## src/hdl/ecsm_pkg.sv

```systemverilog
// shared types and constants for the cached-doubles scalar multiplier
package ecsm_pkg;

	// configuration register indexes
	localparam logic [1:0] REG_MODULUS = 2'd0;
	localparam logic [1:0] REG_GEN_X   = 2'd1;
	localparam logic [1:0] REG_GEN_Y   = 2'd2;

	// datapath operations
	localparam logic [3:0] OP_NONE     = 4'd0;
	localparam logic [3:0] OP_LOAD_GEN = 4'd1;  // start reduction of gen_x
	localparam logic [3:0] OP_RED_Y    = 4'd2;  // start reduction of gen_y
	localparam logic [3:0] OP_ADD      = 4'd3;  // acc = acc + tbl entry
	localparam logic [3:0] OP_DBL      = 4'd4;  // cur = cur + cur
	localparam logic [3:0] OP_CLR_ACC  = 4'd5;
	localparam logic [3:0] OP_WR_TBL   = 4'd6;
	localparam logic [3:0] OP_RD_TBL   = 4'd7;

	// controller to datapath
	typedef struct packed {
		logic [3:0] op;
		logic [5:0] idx;
	} ecsm_cmd_t;

	// datapath to controller
	typedef struct packed {
		logic busy;
		logic small_mod;
	} ecsm_sts_t;

endpackage

```

## src/hdl/ecsm_ctrl.sv

```systemverilog
// controller: table build sequencing and per-key bit walk
module ecsm_ctrl #(
	parameter int KEY_BITS = 32
) (
	input  logic               clk,
	input  logic               arst_n,
	input  logic               rebuild,
	input  logic               in_valid,
	input  logic [KEY_BITS-1:0] key,
	output logic               in_take,
	output logic               out_load,
	input  logic               out_free,
	output ecsm_pkg::ecsm_cmd_t cmd,
	input  ecsm_pkg::ecsm_sts_t sts
);
	import ecsm_pkg::*;

	localparam int IW = (KEY_BITS > 1) ? $clog2(KEY_BITS) : 1;

	localparam logic [3:0] S_BUILD0 = 4'd0;
	localparam logic [3:0] S_BW1    = 4'd1;
	localparam logic [3:0] S_BW2    = 4'd2;
	localparam logic [3:0] S_TWR    = 4'd3;
	localparam logic [3:0] S_TDBL   = 4'd4;
	localparam logic [3:0] S_TDW    = 4'd5;
	localparam logic [3:0] S_IDLE   = 4'd6;
	localparam logic [3:0] S_BIT    = 4'd7;
	localparam logic [3:0] S_RDW    = 4'd8;
	localparam logic [3:0] S_ADD    = 4'd9;
	localparam logic [3:0] S_ADW    = 4'd10;
	localparam logic [3:0] S_OUT    = 4'd11;
	localparam logic [3:0] S_BW0    = 4'd12;

	logic [3:0]          state_q;
	logic [IW-1:0]       idx_q;
	logic [KEY_BITS-1:0] key_q;
	logic                pend_q;
	logic                last;

	assign last = (idx_q == IW'(KEY_BITS - 1));

	// command decode
	always_comb begin
		cmd.op  = OP_NONE;
		cmd.idx = 6'(idx_q);
		in_take = 1'b0;
		out_load = 1'b0;
		unique case (state_q)
			S_BUILD0: cmd.op = OP_LOAD_GEN;
			S_BW1:    cmd.op = sts.busy ? OP_NONE : OP_RED_Y;
			S_TWR:    cmd.op = OP_WR_TBL;
			S_TDBL:   cmd.op = last ? OP_NONE : OP_DBL;
			S_IDLE: begin
				in_take = in_valid && !pend_q;
				cmd.op  = in_take ? OP_CLR_ACC : OP_NONE;
			end
			S_BIT:    cmd.op = key_q[idx_q] ? OP_RD_TBL : OP_NONE;
			S_ADD:    cmd.op = OP_ADD;
			S_OUT:    out_load = out_free;
			default:  cmd.op = OP_NONE;
		endcase
	end

	// state register
	always_ff @(posedge clk or negedge arst_n) begin
		if (!arst_n) begin
			state_q <= S_BUILD0;
			idx_q   <= '0;
			pend_q  <= 1'b0;
		end else begin
			// a write during the generator load must trigger another build
			pend_q <= rebuild || (pend_q && state_q != S_BUILD0);
			unique case (state_q)
				S_BUILD0: begin
					idx_q   <= '0;
					state_q <= S_BW0;
				end
				S_BW0: state_q <= S_BW1;
				S_BW1: if (!sts.busy) state_q <= S_BW2;
				S_BW2: if (!sts.busy) state_q <= S_TWR;
				S_TWR: state_q <= S_TDBL;
				S_TDBL: begin
					if (last) state_q <= S_IDLE;
					else state_q <= S_TDW;
				end
				S_TDW: if (!sts.busy) begin
					idx_q   <= idx_q + 1'b1;
					state_q <= S_TWR;
				end
				S_IDLE: begin
					if (pend_q) state_q <= S_BUILD0;
					else if (in_valid) begin
						idx_q   <= '0;
						state_q <= sts.small_mod ? S_OUT : S_BIT;
					end
				end
				S_BIT: state_q <= key_q[idx_q] ? S_RDW : (last ? S_OUT : S_BIT);
				S_RDW: state_q <= S_ADD;
				S_ADD: state_q <= S_ADW;
				S_ADW: if (!sts.busy) state_q <= last ? S_OUT : S_BIT;
				S_OUT: if (out_free) state_q <= S_IDLE;
				default: state_q <= S_BUILD0;
			endcase
			if ((state_q == S_BIT && !key_q[idx_q] && !last) ||
			    (state_q == S_ADW && !sts.busy && !last))
				idx_q <= idx_q + 1'b1;
		end
	end

	// key holding register
	always_ff @(posedge clk) begin
		if (in_take) key_q <= key;
	end

	assert property (@(posedge clk) disable iff (!arst_n)
		in_take |=> !in_take)
		else $error("back to back key take");
	assert property (@(posedge clk) disable iff (!arst_n)
		out_load |-> !in_take)
		else $error("take while delivering");
	assert property (@(posedge clk) disable iff (!arst_n)
		(state_q == S_ADD) |=> (state_q == S_ADW))
		else $error("add did not move to its wait state");
endmodule

```

## config.mk

```make
export PLATFORM = sky130hd
export DESIGN_NAME = ecsm_ctrl
export DESIGN_NICKNAME = d
export VERILOG_FILES = /design/src/hdl/ecsm_pkg.sv /design/src/hdl/ecsm_ctrl.sv
export SDC_FILE = /design/constraint.sdc
export NUM_CORES = 1
export LEC_CHECK = 0
export ABC_AREA = 1
export BUFFER_PORTS_ARGS = -buffer_cell sky130_fd_sc_hd__buf_2
export CAP_MARGIN = 20
export CELL_PAD_IN_SITES_DETAIL_PLACEMENT = 1
export CELL_PAD_IN_SITES_GLOBAL_PLACEMENT = 1
export CORE_MARGIN = 2
export CORE_UTILIZATION = 30
export CTS_CLUSTER_DIAMETER = 60
export CTS_CLUSTER_SIZE = 40
export DETAILED_ROUTE_END_ITERATION = 8
export PLACE_DENSITY_LB_ADDON = 0.1
export SYNTH_ARGS = -nofsm -noshare
export SYNTH_HDL_FRONTEND = slang
export SYNTH_SLANG_ARGS = --single-unit
```

## constraint.sdc

```tcl
create_clock -name clk -period 8.1 [get_ports clk]
set_clock_uncertainty 0.2 [all_clocks]
set_input_delay 1.215 -clock clk [delete_from_list [all_inputs] [get_ports clk]]
set_output_delay 1.215 -clock clk [all_outputs]
set_load 0.005 [all_outputs]
```

Word level (Yosys, flattened, before mapping)
Cells that the tools add are included.
- register bits after elaboration: 42
- bits in latches: 0
- bits in writable memories: 0
- bits in read-only memories: 0
- input bits: 39
- logic and storage cells: 70
- memories kept: 0
- $add $sub $neg: 1
- $mul: 0
- div/mod/pow operators: 0
- $lt $le $gt $ge: 1
- eq/ne operators: 21
- shifts and indexed selects: 0
- multiplexer cells: 25
- bitwise operators: 0
- reductions and logical operators: 18
- operators by type and width (cell ; number):
    one-hot mux 4 bit (12 select lines) ; 1
    2-to-1 mux 4 bit ; 9
    one-hot mux 3 bit (7 select lines) ; 1
    equality test 4 bit, second input constant ; 5
    2-to-1 mux 5 bit ; 4
    equality test 4 x 3 -> 1 bit, second input constant ; 4
    one-hot mux 5 bit (3 select lines) ; 1
    != test 3 bit, second input constant ; 4
    2-to-1 mux 3 bit ; 3
    equality test 4 x 2 -> 1 bit, second input constant ; 2
    != test 2 bit, second input constant ; 4
    nonzero test 4 bit ; 2
    logical AND 1 bit ; 6
    < comparator 5 x 6 -> 1 bit, second input constant ; 1
    adder 5 x 1 -> 5 bit, second input constant ; 1
    binary-select mux 1 bit (select 5 bit) ; 1
    equality test 5 bit, second input constant ; 1
    AND reduction 5 bit ; 1
    equality test 4 x 1 -> 1 bit, second input constant ; 1
    zero test 1 bit ; 4
    zero test 4 bit ; 1
    2-to-1 mux 2 bit ; 2
    AND reduction 4 bit ; 1
    2-to-1 mux 1 bit ; 3
    other kinds (2) ; 3

Depth between registers and ports, before layout
Gate-level depths: netlist (run 1).
- depth after elaboration: 8
- depth in mapped cells: 14
- mapped depth without buffers: 13

Least setup slack after synthesis (run 1)
OpenSTA, ideal clock, no wires.
- path type: in2out
- start point: input port in_valid
- end point: output port cmd[8] in the netlist's numbering
- arrival time: 3.059 ns
- data required time: 6.685 ns
- slack: 3.626 ns
- cell stages on the path: 4
- buffers on the path: 0
- cell sequence: inv_1 nor2_1 inv_1 o2111ai_1
- RTL lines (item ; line ; RTL):
    start, declared ; ecsm_ctrl.sv:8 ; input logic in_valid,
    end, declared ; ecsm_ctrl.sv:13 ; output ecsm_pkg::ecsm_cmd_t cmd,

==> results.cfg, run 1 <==
[detailed_routing]
drt_pass1_iterations = 4
antenna_left = 0
drt-total-wl_um = 5130
detail_route.wl_per_cell_um = 13.5
num_vias = 1729
first_iter_violations = 87
drc = 0
vias_per_cell = 4.55

[layout]
layout-drive-gt1-share_pct = 27.8
fillers = 858
area_delta_synth_final_pct = 20.0
fin_nets = 321
num_antenna_cells = 0

[setup_path]
rr_worst_depth = 10
critPathMaxStageDelay_ps = 790
crit_chain = inv_4 > nand2_1 > nand2_1 > a21oi_1 > nand3_2 > nand3b_4 > nand2_1 > nand2_2 > o21a_1 > nand3_1 > buf_2
cp_slowest_cell = dfrtp_1
r2r-end = state_q[1]$_DFFE_PN0P_
crit_arrival_ps = 2380
worst-path-buf-inv = 2
crit_path_start_kind = register
cp_common_cell = nand2_1
worstSetupPathDepth = 11
crit_path_end_kind = primary output
critPathTopFamily = flip-flops
r2r_slack_ps = 5730
reg2reg_from = idx_q[0]$_DFFE_PN0P_
critPathKind = register to primary output
endpoint = cmd[6]
cp-startpoint = idx_q[0]$_DFFE_PN0P_
cp.required_ps = 6680
worstPathMaxFanout = 20

[clock_tree]
worstSkewPairLatency_ps = 300
clock-root-buffer = clkbuf_8
cts_setup_buffers = 0
cts_buffers = 5
cts.sinks = 42
htreeDepth = 2
path_clk_slew_ps = 90
cts_tree = done
hold_buffers = 0
cts_resized = 0
clock_path_buffers = 2

[timing]
slew_viol_final = 0
fin_crit_sh_pct = 46.9
finalHoldViolCount = 0
max_freq_mhz = 263
final.setup.tns_ps = 0
setup_viol = 0
maxSlewHeadroom_pct = 54.2
tightest_slew_ps = 687
rsz0062_at_grt = no
min_period_ps = 3800

[yosys]
synth-seq-cells = 42
ys_warn_count = 0
syn_inst = 230
syn_area_per_cell_um2 = 9.51
ys_seq_area_share_pct = 55.4
synth_cell_types = 35
synthesis.area_um2 = 2190
synthFlopType = edfxtp_1
synth_edf_count = 32
async_reset_ff_share_pct = 23.8

[place]
routabilityCongestion = 0.842
io_buffers = 48
dp_hpwl_um = 3990

[min_path]
worstHoldPathType = register to register

[grt]
gr-total-overflow = 0
grt_max_degree = 35
grt_pass1_vias = 1782
grt_first_pass_wirelength_um = 8560
grt_antenna_before_repair = 0
grt_usage_pct = 14.3

[die]
die_h_um = 89.4
start_util_pct = 30.6
num_io_pins = 51
dieArea_um2 = 7990
core-area_um2 = 7140
die_w_um = 89.4
num_rows = 31

[power]
power.density_nw_per_um2 = 271
power_uw = 711
ir_drop_mv = 0.0933
leakagePower_nw = 1.17

[run]
maxCapViolations = 0

[outcome]
outcome = complete, no violations
==> power by group <==
part | internal (mW) | switching, mW | total [mW]
clock | 0.0939 | 0.0801 | 0.174
sequential | 0.252 | 0.0362 | 0.288
combinational | 0.0936 | 0.156 | 0.249
==> stage by stage <==
stage,hold slack (ps),area [µm²],setup slack (ps),util [%],std cells
after global placement,310,2510,4420,35.1,372
after detailed placement,336,2510,4430,35.1,372
after CTS,355,2620,4200,36.8,380
final,342,2620,4300,36.8,380
after floorplan,276,2190,3630,-,231
after global routing,379,2620,3960,36.8,380
==> cells in the final DEF, fill, tap and decap left out, drive strengths merged <==
cell type,count
nand2,74
buf,49
edfxtp,32
nand3,27
inv,25
nor2,20
dfrtp,10
nand4,9
o21ai,6
a21oi,5
clkbuf,5
xor2,2
ha,2
conb,2
nand3b,1
o21a,1
o2111ai,1
a21o,1
nor3,1
o31ai,1
o22ai,1
o221ai,1
a211oi,1
nor4,1
o211a,1
clkinvlp,1
bufinv,1
==> how the worst min path moves through the flow <==
| stage | start | to | slack (ps) | depth (start not counted) |
|---|---|---|---|---|
| 6_report | pend_q$_DFF_PN0_ | pend_q$_DFF_PN0_ | 340 | 1 |
| 3_5_place_dp | pend_q$_DFF_PN0_ | pend_q$_DFF_PN0_ | 340 | 1 |
| 3_3_place_gp | pend_q$_DFF_PN0_ | pend_q$_DFF_PN0_ | 310 | 1 |
| 2_1_floorplan | pend_q$_DFF_PN0_ | pend_q$_DFF_PN0_ | 280 | 1 |
| 5_1_grt | pend_q$_DFF_PN0_ | pend_q$_DFF_PN0_ | 380 | 1 |
| 4_1_cts | pend_q$_DFF_PN0_ | pend_q$_DFF_PN0_ | 360 | 1 |
==> sequential cells by signal (all words and copies together) (netlist names) <==
register and flops:
idx_q 5, key_q 32, pend_q 1, state_q 4
==> kinds of logic after synthesis <==
logic type	synth area share (%)
buffers and inverters	6.92
XOR/XNOR	0.801
other	0.171
AO/OA/AOI/OAI	5.95
AND/OR/NAND/NOR	29.6
adder cells (fa/ha/maj)	1.14
flip-flops	55.4
==> final cells by class <==
class | count | area (µm²) | share of cell area, %
Sequential cell | 42 | 1210 | 46.2
Multi-Input combinational cell | 158 | 831 | 31.7
Timing Repair Buffer | 49 | 248 | 9.44
Tap cell | 99 | 124 | 4.72
Inverter | 24 | 92.6 | 3.53
Clock buffer | 5 | 68.8 | 2.62
Clock inverter | 3 | 48.8 | 1.86
==> routing by layer <==
layer  vias up  wire [µm]  global-route usage [%]
met2        40       2640                    24.4
met1       810       2210                    18.1
li1        870          -                       -
met3         9        192                    2.68
met4         0         91                    5.02
met5         -          0                       0
==> synth_stat cells, types with 2 or more instances <==
master    number  area share [%]
buf_4          2            0.69
nand3_1       22             5.0
ha_1           2             1.1
nor2_1        16             2.7
nor2_2         3            0.86
o21ai_1        3            0.69
edfxtp_1      32              44
nand3_2        4             1.8
inv_2          2            0.34
nand4_1        8             2.3
dfrtp_1       10              11
inv_1         21             3.6
buf_6          3             1.5
xor2_1         2            0.80
nand2_2        4             1.1
a21oi_1        5             1.1
buf_2          2            0.46
nand2_1       70              12
o21ai_0        3            0.69
Power figures use the tool's default switching activity.
==> run 2: changes to the inputs <==
clock period = 3.5 ns   (was 8.1 ns; I/O delays follow)
==> run 2 against run 1 <==
Combinational power grew 140%; final area shrank 0.33%; critical endpoint unchanged; non-clock buffer count grew 3.
==> results.cfg, run 2 (synthesized netlist as in run 1, its figures left out) <==
[place]
dp_hpwl_um = 4110
dp_cells = 374
placed_cell_area_um2 = 2520
io_buffers = 48
pre_cts_ws_ps = 951
routabilityCongestion = 0.812

[timing]
hold_slack_ps = 201
setup_viol = 0
finalHoldViolCount = 0
fin_ws_ps = 642
max_freq_mhz = 350
final.setup.tns_ps = 0
fin_crit_sh_pct = 81.6
slew_viol_final = 0
rsz0062_at_grt = no
min_period_ps = 2860

[layout]
final_area_um2 = 2620
area_delta_synth_final_pct = 19.6
largest-register = key_q
largest_register_ffs = 32
fin_nets = 324
num_antenna_cells = 0
reg_top3 = key_q (32), idx_q (5), state_q (4)
final_cell_mix = 70 x nand2_1, 48 x buf_2, 32 x edfxtp_1
layoutNonFillerInstCount = 382
fillers = 892
layout-drive-gt1-share_pct = 27.9
layout_commonest_cell = nand2_1

[run]
maxCapViolations = 0

[outcome]
outcome = complete, no violations

[clock_tree]
hold_buffers = 1
clock-root-buffer = clkbuf_8
htreeDepth = 2
cts_setup_buffers = 0
cts.sinks = 42
cts_tree = done
path_clk_slew_ps = 80
clock_path_buffers = 2
worstSkewPairLatency_ps = 290
cts_buffers = 5
cts_resized = 0

[setup_path]
crit_path_end_kind = primary output
cp_common_cell = nand2_1
crit_chain = inv_4 > nand2_1 > nand2_1 > nand2_1 > nand2_1 > nor2_1 > nand2_1 > nand3_2 > nand2_1 > nand2_2 > o21a_1 > nand3_1 > buf_2
cp_slowest_cell = dfrtp_1
crit_arrival_ps = 2130
critPathMaxStageDelay_ps = 610
crit_path_start_kind = register
cp.required_ps = 2770
worst-path-buf-inv = 2
critPathKind = register to primary output
critPathTopFamily = simple AND/OR/NAND/NOR gates
worstPathMaxFanout = 18

[die]
die_w_um = 89.4
die_h_um = 89.4
core-area_um2 = 7140
num_io_pins = 51
dieArea_um2 = 7990
start_util_pct = 30.6
num_rows = 31

[grt]
grt_first_pass_wirelength_um = 8580
grt_pass1_vias = 1829
grt_usage_pct = 14.2
grt_antenna_before_repair = 0
grt_max_degree = 25
gr-total-overflow = 0

[detailed_routing]
detail_route.wl_per_cell_um = 13.7
first_iter_violations = 65
vias_per_cell = 4.49
antenna_left = 0
drt_pass1_iterations = 3
drt-total-wl_um = 5220
drc = 0
num_vias = 1716

[power]
power.density_nw_per_um2 = 594
ir_drop_mv = 0.198
leakagePower_nw = 1.17

[min_path]
worstHoldPathType = input port to register
## run 2: metal layers
layer  track usage [%]  vias to the layer above  share of wire [%]
met4              5.56                        0                2.0
met3              2.86                       10                3.9
met2              24.6                       36                 50
li1                  -                      872                  -
met5                 0                        -                  0
met1              17.4                      798                 44
## run 2: final cells by class
| cell class | count | area (µm²) | area share, % |
|---|---|---|---|
| tap | 99 | 124 | 4.74 |
| clock inverter | 2 | 15.0 | 0.574 |
| multi-input combinational | 158 | 831 | 31.8 |
| clock buffer | 5 | 68.8 | 2.63 |
| sequential | 42 | 1210 | 46.3 |
| inverter | 24 | 92.6 | 3.54 |
| timing repair buffer | 52 | 273 | 10.4 |
## run 2: power breakdown
group | internal (mW) | total, mW | switching [mW]
Clock | 0.136 | 0.304 | 0.168
Sequential | 0.582 | 0.659 | 0.0763
Combinational | 0.221 | 0.590 | 0.369
## run 2: metrics by stage
stage / util, % / power [mW]
floorplan: - / 1.10
global placement: 35.3 / 1.26
detailed placement: 35.3 / 1.27
CTS: 36.6 / 1.57
global route: 36.6 / 1.69
finish: 36.6 / 1.55
## run 2: path summary, 6_finish.rpt
check                                         end  slack [ps]                  from  depth (start not counted)
max in group asynchronous    idx_q[0]$_DFFE_PN0P_        2460                arst_n                          2
hold reg to reg                  pend_q$_DFF_PN0_         320      pend_q$_DFF_PN0_                          1
min in group asynchronous  state_q[1]$_DFFE_PN0P_         430                arst_n                          2
setup reg to reg           state_q[1]$_DFFE_PN0P_        1260  idx_q[0]$_DFFE_PN0P_                         10
hold / removal                key_q[14]$_DFFE_PP_         200               key[14]                          1
setup / recovery                           cmd[6]         640  idx_q[0]$_DFFE_PN0P_                         13
==> run 3: changes to the inputs <==
clock period = 2.4 ns   (was 3.5 ns; I/O delays follow)
==> run 3 against run 2 <==
The flow now finishes with violations (setup timing); combinational power up 78%; register-to-register slack worse by 1100 ps; via count grew 4.5%; final area is 7.3% higher; sequential share of layout area shrank 3.0 points; clock power grew 46%; critical path depth is 2 lower; sequential power grew 40%; power increased by 56%; largest cell class unchanged.
==> results.cfg, run 3 (synthesized netlist as in run 1, its figures left out) <==
[setup_path]
worst-path-buf-inv = 2
crit_path_start_kind = register
critPathTopFamily = simple AND/OR/NAND/NOR gates
cp_slowest_cell = dfrtp_2
cp.required_ps = 1840
critPathKind = register to primary output
cp_common_cell = nand3_1
crit_chain = buf_6 > nand2_1 > nand3_1 > nand3_1 > nand3_2 > nand3b_4 > nand2_1 > nand2_2 > o21a_1 > nand3_1 > buf_2
worstPathMaxFanout = 13
crit_path_end_kind = primary output
critPathMaxStageDelay_ps = 470
crit_arrival_ps = 1880

[detailed_routing]
vias_per_cell = 4.51
first_iter_violations = 62
drt_pass1_iterations = 4
num_vias = 1794
antenna_left = 0
detail_route.wl_per_cell_um = 13.6
drt-total-wl_um = 5430
drc = 0

[layout]
layoutNonFillerInstCount = 398
layout-drive-gt1-share_pct = 34.8
reg_top3 = key_q (32), idx_q (5), state_q (4)
largest_register_ffs = 32
fin_nets = 340
num_antenna_cells = 0
fillers = 879
largest-register = key_q
layout_commonest_cell = nand2_1
final_cell_mix = 69 x nand2_1, 48 x buf_2, 32 x edfxtp_1
final_area_um2 = 2810
area_delta_synth_final_pct = 28.3

[die]
core-area_um2 = 7140
start_util_pct = 30.6
die_h_um = 89.4
num_rows = 31
dieArea_um2 = 7990
num_io_pins = 51
die_w_um = 89.4

[grt]
grt_usage_pct = 14.9
grt_antenna_before_repair = 0
gr-total-overflow = 0
grt_pass1_vias = 1846
grt_first_pass_wirelength_um = 8960
grt_max_degree = 27

[clock_tree]
cts_buffers = 5
htreeDepth = 2
cts_tree = done
cts.sinks = 42
path_clk_slew_ps = 80
worstSkewPairLatency_ps = 290
clock-root-buffer = clkbuf_8
clock_path_buffers = 2

[min_path]
worstHoldPathType = input port to register

[place]
pre_cts_ws_ps = 136
routabilityCongestion = 0.823
dp_cells = 378
placed_cell_area_um2 = 2570
io_buffers = 48
dp_hpwl_um = 4120

[power]
power_mw = 2.42
p_sw_uw = 936
power.density_nw_per_um2 = 862
pwr-share-seq_pct = 38.1
p_clk_share_pct = 18.4
combPwrFrac_pct = 43.6
swShare_pct = 38.7
ir_drop_mv = 0.219
leakagePower_nw = 1.27
p_int_mw = 1.48

[timing]
fin_ws_ps = -41.8
min_period_ps = 2440
setup_viol = 3
fin_crit_sh_pct = 102
hold_slack_ps = 35.3
rsz0062_at_grt = yes
finalHoldViolCount = 0
max_freq_mhz = 410
slew_viol_final = 0

[outcome]
outcome = finished, violations left
violations = setup timing

[run]
maxCapViolations = 0
run 3: cell count changes in the layout (fill, tap and decap cells not counted), moves of 2 or more:
cell | previous run | this run
buf_6 | 0 | 2
buf_4 | 3 | 15
nor2_2 | 4 | 1
dfrtp_2 | 0 | 4
inv_1 | 21 | 18
nor2_4 | 1 | 4
dfrtp_1 | 10 | 6
inv_2 | 2 | 5
run 3: power by group through the flow:
stage | clock network (mW) | logic [mW] | registers (mW)
6_report | 0.445 | 1.05 | 0.921
2_1_floorplan | 0 | 0.701 | 0.905
5_1_grt | 0.504 | 1.21 | 0.932
3_3_place_gp | 0 | 0.955 | 0.937
3_5_place_dp | 0 | 0.950 | 0.935
4_1_cts | 0.469 | 1.01 | 0.921
run 3: metrics by stage:
| stage | utilization [%] | setup TNS, ps |
|---|---|---|
| after floorplan | - | 0 |
| after CTS | 38.2 | -124 |
| after detailed placement | 36.0 | 0 |
| final | 39.3 | -105 |
| after global placement | 36.0 | 0 |
| after global routing | 39.3 | -475 |
run 3: path summary, 6_finish.rpt:
| kind | start | end | slack [ps] | cells after the start |
|---|---|---|---|---|
| max | idx_q[0]$_DFFE_PN0P_ | cmd[7] | -40 | 11 |
| min | key[21] | key_q[21]$_DFFE_PP_ | 40 | 1 |
| max reg2reg | idx_q[0]$_DFFE_PN0P_ | state_q[1]$_DFFE_PN0P_ | 190 | 11 |
| min reg2reg | pend_q$_DFF_PN0_ | pend_q$_DFF_PN0_ | 320 | 1 |
| max in group asynchronous | arst_n | state_q[3]$_DFFE_PN0P_ | 1510 | 2 |
| min in group asynchronous | arst_n | idx_q[1]$_DFFE_PN0P_ | 260 | 2 |
run 3: cell type report:
type / instances / area, µm² / share of cell area, %
Timing Repair Buffer: 68 / 430 / 15.3
Multi-Input combinational cell: 158 / 857 / 30.5
Clock buffer: 5 / 68.8 / 2.45
Tap cell: 99 / 124 / 4.41
Clock inverter: 2 / 15.0 / 0.535
Sequential cell: 42 / 1220 / 43.3
Inverter: 24 / 95.1 / 3.39
run 3: timing repair:
action / CTS / global route
hold buffers: 1 / 0
gates resized for setup: 9 / 6
endpoints found under the hold margin: 10 / 0
setup buffers: 6 / 5
endpoints found under the setup margin: 4 / 4
pin swaps: 6 / 3
cloned: 0 / 1
run 3: routing by layer:
metal / vias to the layer above / share of wire [%] / GRT usage, %
li1: 908 / - / -
met1: 842 / 46 / 19.6
met2: 39 / 50 / 25.1
met3: 5 / 3.3 / 3.14
met4: 0 / 0.79 / 3.66
met5: - / 0 / 0
